### config.mk
export PLATFORM = sky130hd
export DESIGN_NAME = bco_div
export DESIGN_NICKNAME = d
export VERILOG_FILES = /design/src/bco_pkg.sv /design/src/bco_div.sv
export SDC_FILE = /design/constraint.sdc
export NUM_CORES = 1
export LEC_CHECK = 0
export BUFFER_PORTS_ARGS = -buffer_cell sky130_fd_sc_hd__buf_2
export CORE_MARGIN = 4
export CORE_UTILIZATION = 60
export DETAILED_ROUTE_END_ITERATION = 12
export PLACE_DENSITY = 0.84
export SLEW_MARGIN = 30
export SYNTH_ARGS = -nofsm -noshare
export SYNTH_HDL_FRONTEND = slang
export SYNTH_SLANG_ARGS = --single-unit
### constraint.sdc
create_clock -name clk_i -period 6.8 [get_ports clk_i]
set_input_delay 0.34 -clock clk_i [delete_from_list [all_inputs] [get_ports clk_i]]
set_output_delay 0.34 -clock clk_i [all_outputs]
set_load 0.02 [all_outputs]
### src/bco_pkg.sv
`default_nettype none

package bco_pkg;

  localparam int CoordWidth   = 32;
  localparam int AxisWidth    = 16;
  localparam int ExtentWidth  = 31;
  localparam int AxisFracBits = 14;
  localparam int CountWidth   = 8;
  // Working width of projected coordinates and their sums.
  localparam int ValWidth     = 40;
  // Inside-corner tally per test, 0 to 4.
  localparam int TallyWidth   = 3;
  localparam int DivDigitBits = 4;

  localparam logic signed [ValWidth-1:0] CoordMax =
    ValWidth'((longint'(1) <<< (CoordWidth - 1)) - longint'(1));
  localparam logic signed [ValWidth-1:0] CoordMin =
    ValWidth'(-(longint'(1) <<< (CoordWidth - 1)));
  localparam logic signed [AxisWidth-1:0] AxisOne = AxisWidth'(1 << AxisFracBits);

  typedef enum logic [1:0] {
    CMD_CLEAR = 2'd0,
    CMD_LOAD  = 2'd1,
    CMD_TEST  = 2'd2
  } cmd_e;

  typedef struct packed {
    logic [1:0]                    command;
    logic signed [CoordWidth-1:0]  pos_x;
    logic signed [CoordWidth-1:0]  pos_y;
    logic signed [AxisWidth-1:0]   axis_cos;
    logic signed [AxisWidth-1:0]   axis_sin;
    logic [ExtentWidth-1:0]        half_width;
    logic [ExtentWidth-1:0]        half_height;
  } bco_in_t;

  typedef struct packed {
    logic                          hit;
    logic [ExtentWidth-1:0]        penetration;
    logic signed [AxisWidth-1:0]   normal_x;
    logic signed [AxisWidth-1:0]   normal_y;
    logic signed [CoordWidth-1:0]  contact_total_x;
    logic signed [CoordWidth-1:0]  contact_total_y;
    logic [CountWidth-1:0]         contact_count;
  } bco_out_t;

  typedef struct packed {
    logic busy;
    logic done;
  } bco_div_status_t;

endpackage

`default_nettype wire

### src/bco_div.sv
`default_nettype none

module bco_div (
  input  logic                                 clk_i,
  input  logic                                 rst_ni,
  input  logic                                 start_i,
  input  logic [bco_pkg::TallyWidth-1:0]       n_i,
  input  logic signed [bco_pkg::ValWidth-1:0]  vx_i,
  input  logic signed [bco_pkg::ValWidth-1:0]  vy_i,
  output bco_pkg::bco_div_status_t             status_o,
  output logic signed [bco_pkg::ValWidth-1:0]  qx_o,
  output logic signed [bco_pkg::ValWidth-1:0]  qy_o
);
  import bco_pkg::*;

  localparam int Digits   = ValWidth / DivDigitBits;
  localparam int CntWidth = $clog2(Digits);

  logic [ValWidth-1:0]   ux_q, uy_q;
  logic [TallyWidth-1:0] rx_q, ry_q, n_q;
  logic                  negx_q, negy_q;
  logic                  busy_q, done_q;
  logic [CntWidth-1:0]   cnt_q;
  logic [ValWidth+TallyWidth-1:0] stepx, stepy;

  // Restoring division, one digit of the numerator per call. The quotient
  // bits shift in at the bottom as the numerator bits leave at the top.
  function automatic logic [ValWidth+TallyWidth-1:0] div_digit(
    input logic [ValWidth-1:0]   u,
    input logic [TallyWidth-1:0] r,
    input logic [TallyWidth-1:0] n
  );
    logic [ValWidth-1:0]   uu;
    logic [TallyWidth:0]   rr;
    uu = u;
    rr = {1'b0, r};
    for (int i = 0; i < DivDigitBits; i++) begin
      rr = {rr[TallyWidth-1:0], uu[ValWidth-1]};
      uu = {uu[ValWidth-2:0], 1'b0};
      if (rr >= {1'b0, n}) begin
        rr = rr - {1'b0, n};
        uu[0] = 1'b1;
      end
    end
    return {rr[TallyWidth-1:0], uu};
  endfunction

  assign stepx = div_digit(ux_q, rx_q, n_q);
  assign stepy = div_digit(uy_q, ry_q, n_q);

  always_ff @(posedge clk_i or negedge rst_ni) begin
    if (!rst_ni) begin
      busy_q <= 1'b0;
      done_q <= 1'b0;
      cnt_q  <= '0;
    end else if (start_i) begin
      busy_q <= 1'b1;
      done_q <= 1'b0;
      cnt_q  <= CntWidth'(Digits - 1);
    end else if (busy_q) begin
      if (cnt_q == '0) begin
        busy_q <= 1'b0;
        done_q <= 1'b1;
      end else begin
        cnt_q <= cnt_q - CntWidth'(1);
      end
    end else begin
      done_q <= 1'b0;
    end
  end

  always_ff @(posedge clk_i) begin
    if (start_i) begin
      ux_q   <= (vx_i[ValWidth-1] ? ValWidth'(-vx_i) : ValWidth'(vx_i))
                + ValWidth'(n_i >> 1);
      uy_q   <= (vy_i[ValWidth-1] ? ValWidth'(-vy_i) : ValWidth'(vy_i))
                + ValWidth'(n_i >> 1);
      rx_q   <= '0;
      ry_q   <= '0;
      n_q    <= n_i;
      negx_q <= vx_i[ValWidth-1];
      negy_q <= vy_i[ValWidth-1];
    end else if (busy_q) begin
      {rx_q, ux_q} <= stepx;
      {ry_q, uy_q} <= stepy;
    end
  end

  assign status_o.busy = busy_q;
  assign status_o.done = done_q;
  assign qx_o = negx_q ? -$signed(ux_q) : $signed(ux_q);
  assign qy_o = negy_q ? -$signed(uy_q) : $signed(uy_q);

endmodule

`default_nettype wire

### After elaboration in Yosys (flattened, before gate mapping)

Index checks and enable logic that the tools add are counted.

* bits in registers: 97
* latch bits: 0
* memory bits (writable): 0
* memory bits (read-only): 0
* input bits: 86
* output and inout bits: 82
* logic and storage cells: 71
* memories kept: 0

* add/subtract/negate cells: 15
* multiply operators: 0
* divide/modulo/power cells: 0
* magnitude comparators: 8
* equal/unequal tests: 2
* shift-type cells: 0
* multiplexer cells: 33
* bitwise logic cells: 0
* reduce and logical (&&, ||, !) cells: 3

Operators with widths (number)
* $mux 40: 8
* $neg 40->40: 4
* $add 40x2->40: 2
* $ge 4x3->1: 8
* $mux 3: 8
* $sub 3x3->3: 8
* $mux 1: 14
* $mux 4: 3
* $logic_not 4->1: 1
* $sub 4x1->4 const B: 1
* $ne 3x2->1 const B: 1
* $ne 2x2->1 const B: 1
* $reduce_and 2->1: 1
* $reduce_bool 2->1: 1

### Depth between registers and ports, before layout

* word-level depth: 10
* gate-level depth with buffers: 29
* depth with buffers taken out: 29

### Worst setup path after synthesis

OpenSTA, ideal clock, no wires.

* path type: flip-flop to flip-flop
* from: reg n_q[1]
* to: reg uy_q[0], data pin
* setup time: 0.260 ns
* arrival time: 5.875 ns
* required time: 6.540 ns
* slack: 0.665 ns
* cell stages (with the launch flop): 23
* path buffers: 0
* clock period less this slack: 6.135 ns
* path through: edfxtp_1 > inv_1 > fa_1 > a21o_1 > a211oi_1 > mux2i_1 > ha_1 > a21bo_2 > a21oi_1 > nand2_1 > o21ai_0 > inv_1 > ha_1 > nand2_1 > nand2_1 > a21o_1 > a211oi_1 > mux2i_1 > fa_1 > a21o_1 > a21oi_1 > o221ai_1 > mux2_2

* word-level cells in the longest chain between the ends: 10
* elaborated cells on any way between the ends: 13
* those cells by class: 3 x add/sub; 4 x order compare; 6 x mux

Ends and longest elaborated chain
* start, declared: RTL line bco_div.sv:20 `logic [TallyWidth-1:0] rx_q, ry_q, n_q;`
* start signal, assigned: RTL line bco_div.sv:80 `n_q <= n_i;`
* $ge 4x3->1 or $sub 3x3->3 (tied branches): RTL line bco_div.sv:40, bco_div.sv:41
* $mux 3: RTL line bco_div.sv:40 `if (rr >= {1'b0, n}) begin`
* $ge 4x3->1 or $sub 3x3->3 (tied branches): RTL line bco_div.sv:40, bco_div.sv:41
* $mux 3: RTL line bco_div.sv:40
* $ge 4x3->1 or $sub 3x3->3 (tied branches): RTL line bco_div.sv:40, bco_div.sv:41
* $mux 3: RTL line bco_div.sv:40
* $ge 4x3->1 *: RTL line bco_div.sv:40
* $mux 1 *: RTL line bco_div.sv:40
* $mux 40 *: RTL line bco_div.sv:83 `end else if (busy_q) begin`
* $mux 40 *: RTL line bco_div.sv:73 `if (start_i) begin`
* end signal, assigned: RTL line bco_div.sv:76 `uy_q <= (vy_i[ValWidth-1] ? ValWidth'(-vy_i) : ValWidth'(vy_i))`
* end signal, assigned: RTL line bco_div.sv:85 `{ry_q, uy_q} <= stepy;`
* end, declared: RTL line bco_div.sv:19 `logic [ValWidth-1:0] ux_q, uy_q;`

Every way passes the cells marked *; elsewhere a longest branch is shown, timed or not. The select of a mux whose other input is x is not followed.
A chain may end at the register's enable or synchronous reset.

### Worst setup path in the final report

* from: reg n_q[0]
* to: reg rx_q[0]

* word-level cells in the longest chain between the ends: 8
* elaborated cells on any way between the ends: 12
* those cells by class: 4 x add/sub; 4 x order compare; 4 x mux

Ends and longest elaborated chain
* $ge 4x3->1 or $sub 3x3->3 (tied branches): RTL line bco_div.sv:40, bco_div.sv:41
* $mux 3: RTL line bco_div.sv:40
* $ge 4x3->1 or $sub 3x3->3 (tied branches): RTL line bco_div.sv:40, bco_div.sv:41
* $mux 3: RTL line bco_div.sv:40
* $ge 4x3->1 or $sub 3x3->3 (tied branches): RTL line bco_div.sv:40, bco_div.sv:41
* $mux 3: RTL line bco_div.sv:40
* $ge 4x3->1: RTL line bco_div.sv:40
* $mux 3 *: RTL line bco_div.sv:40
* end signal, assigned: RTL line bco_div.sv:84 `{rx_q, ux_q} <= stepx;`
* end, declared: RTL line bco_div.sv:20

Every way passes the cells marked *; elsewhere a longest branch is shown, timed or not.

==> results.json <==
{
  "clkSlewWorstSetupHoldPaths_ps": 70,
  "drt_iter0_markers": 1333,
  "finalPower_mw": 3.329,
  "synth_mux_area_share_pct": 4.215,
  "min_period_over_period_pct": 93.46,
  "core-area_um2": 18210,
  "final_cell_mix": "166 x buf_2, 142 x xnor2_1, 106 x nand2_1",
  "final_cells": 1661,
  "synth-compound-area-share_pct": 21.71,
  "holdWs_ps": 184.2,
  "slowest_delay_ps": 410,
  "worst_pin_slew_ps": 939.9,
  "die_x_um": 145.1,
  "hold_path.class": "input port to flip-flop",
  "hold_viol_final": 0,
  "placed_cells": 1645,
  "htreeDepth": 3,
  "clockRootBuffer": "clkbuf_16",
  "crit_type": "flip-flop to flip-flop",
  "start_util_pct": 61.95,
  "diodes": 0,
  "relSlewSlack_pct": 36.55,
  "powerDensity_nw_per_um2": 266.5,
  "synthAdderAreaFrac_pct": 5.546,
  "maxSlewViolCount": 0,
  "synthFlopType": "edfxtp_1",
  "cts_tree": "done",
  "dp_hpwl_mm": 25.28,
  "leakage_nw": 4.533,
  "synth_edf_count": 85,
  "synthDistinctLibCells": 90,
  "antenna_left": 0,
  "post_drt_wl_per_cell_um": 19.52,
  "core.rowCount": 49,
  "cpMaxStageDelayCell": "fa_1",
  "synth_nets": 1439,
  "area_delta_synth_final_pct": 10.74,
  "grt_pass1_wl_mm": 51.93,
  "worstSetupEndpointType": "flip-flop",
  "setup_viol": 0,
  "rsz0062_at_grt": "false",
  "synth-async-reset-ratio_pct": 6.186,
  "cp_max_fo": 7,
  "finClkSkew_ps": 7.342,
  "worst_path_most_repeated_cell": "a21o_1",
  "num_vias": 11087,
  "gpl.final_weighted_congestion": 0.9311,
  "drive_gt1_share_pct": 19.83,
  "fin_nets": 1558,
  "crit_required_ps": 7050,
  "synth_top_family_by_area": "simple AND/OR/NAND/NOR gates",
  "firstDrtPassIters": 6,
  "grt.overflow.total": 0,
  "die_area_um2": 21060,
  "ys_seq_area_share_pct": 25.02,
  "synth-xor-area-share_pct": 14.52,
  "ios": 168,
  "grt_pass1_vias": 9890,
  "startpoint_type": "flip-flop",
  "fmax_ghz": 0.1573,
  "syn_area_per_cell_um2": 8.617,
  "cap_violations": 0,
  "grtUsageTotal_pct": 29.43,
  "clk_latency_ps": 340,
  "final.setup.tns_ps": 0,
  "drc_errors": 0,
  "status": "completed",
  "ys_ff_latch": 97,
  "final_util_pct": 68.60,
  "grt_max_degree": 71,
  "final_common_cell": "buf_2",
  "clk_path_buf_depth": 2,
  "clock-sinks": 97,
  "peakVddDrop_mv": 0.2138,
  "drt_wl_total_mm": 32.43,
  "worstPathArrival_ps": 6600,
  "antenna_found_initial": 0,
  "cts_buffers": 9,
  "period_needed_ps": 6355,
  "die_y_um": 145.1,
  "syn_inst": 1309,
  "port_buffers": 167,
  "yosysWarnings": 0,
  "vias_per_cell": 6.675,
  "syn_area_um2": 11280,
  "synthSimpleGateAreaFrac_pct": 24.75
}
kinds of logic after synthesis:
family,after synthesis
compound gates,336
xor+xnor,187
fa+ha+maj,44
buf+inv,119
flops,97
mux,44
simple gates,482
worst paths after layout:
| check | from | end | slack (ps) | depth (start not counted) |
|---|---|---|---|---|
| max | n_q[0] | rx_q[0] | 440 | 27 |
| min | n_i[0] | n_q[0] | 180 | 1 |
| max reg2reg | n_q[0] | rx_q[0] | 440 | 27 |
| min reg2reg | ry_q[1] | ry_q[1] | 520 | 2 |
| max in group asynchronous | rst_ni | done_q | 6280 | 2 |
| min in group asynchronous | rst_ni | busy_q | 370 | 2 |
cell type report:
cell class | instances | area, um^2
flip-flops and latches | 97 | 2823
fillers | 1476 | 5718
clock buffers | 9 | 225.2
inverters | 47 | 176.4
well taps | 229 | 286.5
multi-input cells | 1093 | 7990
clock inverters | 6 | 36.28
repair buffers | 180 | 953.4
through the flow:
stage	worst slack [ps]	instance area (um^2)
4_1_cts	187.5	12480
3_3_place_gp	437.4	12180
5_1_grt	54.63	12490
3_5_place_dp	194.5	12210
6_report	444.7	12490
2_1_floorplan	664.9	11280
state kept, by name, summed over array words and instances (netlist names):
register	count
ux_q	40
n_q	3
rx_q	3
uy_q	40
busy_q	1
negx_q	1
ry_q	3
cnt_q	4
done_q	1
negy_q	1
metal layers:
layer / up-vias / routed length [um] / GRT usage (%)
met5: - / 0 / 0
met4: 0 / 381 / 5.603
met3: 36 / 3817 / 5.519
met2: 642 / 13370 / 41.92
met1: 5175 / 14860 / 46.55
li1: 5234 / - / -
critical path: cells and delay by family (launching register included):
family / cells / cell delay (ps)
AOI/OAI and AO/OA: 13 / 3400
adders and majority gates: 5 / 1360
and+or+nand+nor: 4 / 420
buffers and inverters: 4 / 410
DFF: 1 / 360
muxes: 1 / 290
Yosys cell counts, types with 7 or more instances:
| cell | count | area share [%] |
|---|---|---|
| xnor2_1 | 142 | 11 |
| nand2_1 | 106 | 3.5 |
| edfxtp_1 | 85 | 23 |
| nor2_1 | 68 | 2.3 |
| o21ai_0 | 66 | 2.9 |
| o31ai_1 | 61 | 4.1 |
| clkbuf_1 | 54 | 1.8 |
| inv_1 | 46 | 1.5 |
| xor2_1 | 45 | 3.5 |
| ha_1 | 34 | 3.8 |
| o41ai_1 | 34 | 2.6 |
| a21oi_1 | 32 | 1.4 |
| or4_1 | 31 | 2.1 |
| nand2b_1 | 29 | 1.6 |
| or3_1 | 29 | 1.6 |
| mux2_2 | 28 | 2.8 |
| nand3_1 | 28 | 1.2 |
| nor3_1 | 25 | 1.1 |
| nor4_1 | 25 | 1.4 |
| or2_2 | 20 | 1.1 |
| nor2b_1 | 18 | 1.0 |
| mux2i_1 | 16 | 1.4 |
| a31oi_1 | 15 | 0.83 |
| nand4_1 | 15 | 0.83 |
| a211oi_1 | 13 | 0.87 |
| and3_1 | 12 | 0.67 |
| a21o_1 | 11 | 0.73 |
| and2_1 | 11 | 0.61 |
| and4_1 | 11 | 0.85 |
| fa_1 | 10 | 1.8 |
| a211o_1 | 7 | 0.54 |
| or4_4 | 7 | 0.70 |
what timing repair did:
item	4_1_cts	5_1_grt
hold buffers	1	0
setup endpoints to repair	0	5
hold endpoints to repair	6	0
buffers inserted	0	0
resized for setup	0	3
report_power, final:
group	internal, mW	total [mW]	switching (mW)	leakage (nW)
clock	0.243	0.460	0.217	0.121
sequential	0.837	1.04	0.206	1.02
combinational	0.766	1.83	1.06	3.39
No activity file was read; power rests on OpenSTA's default activity.
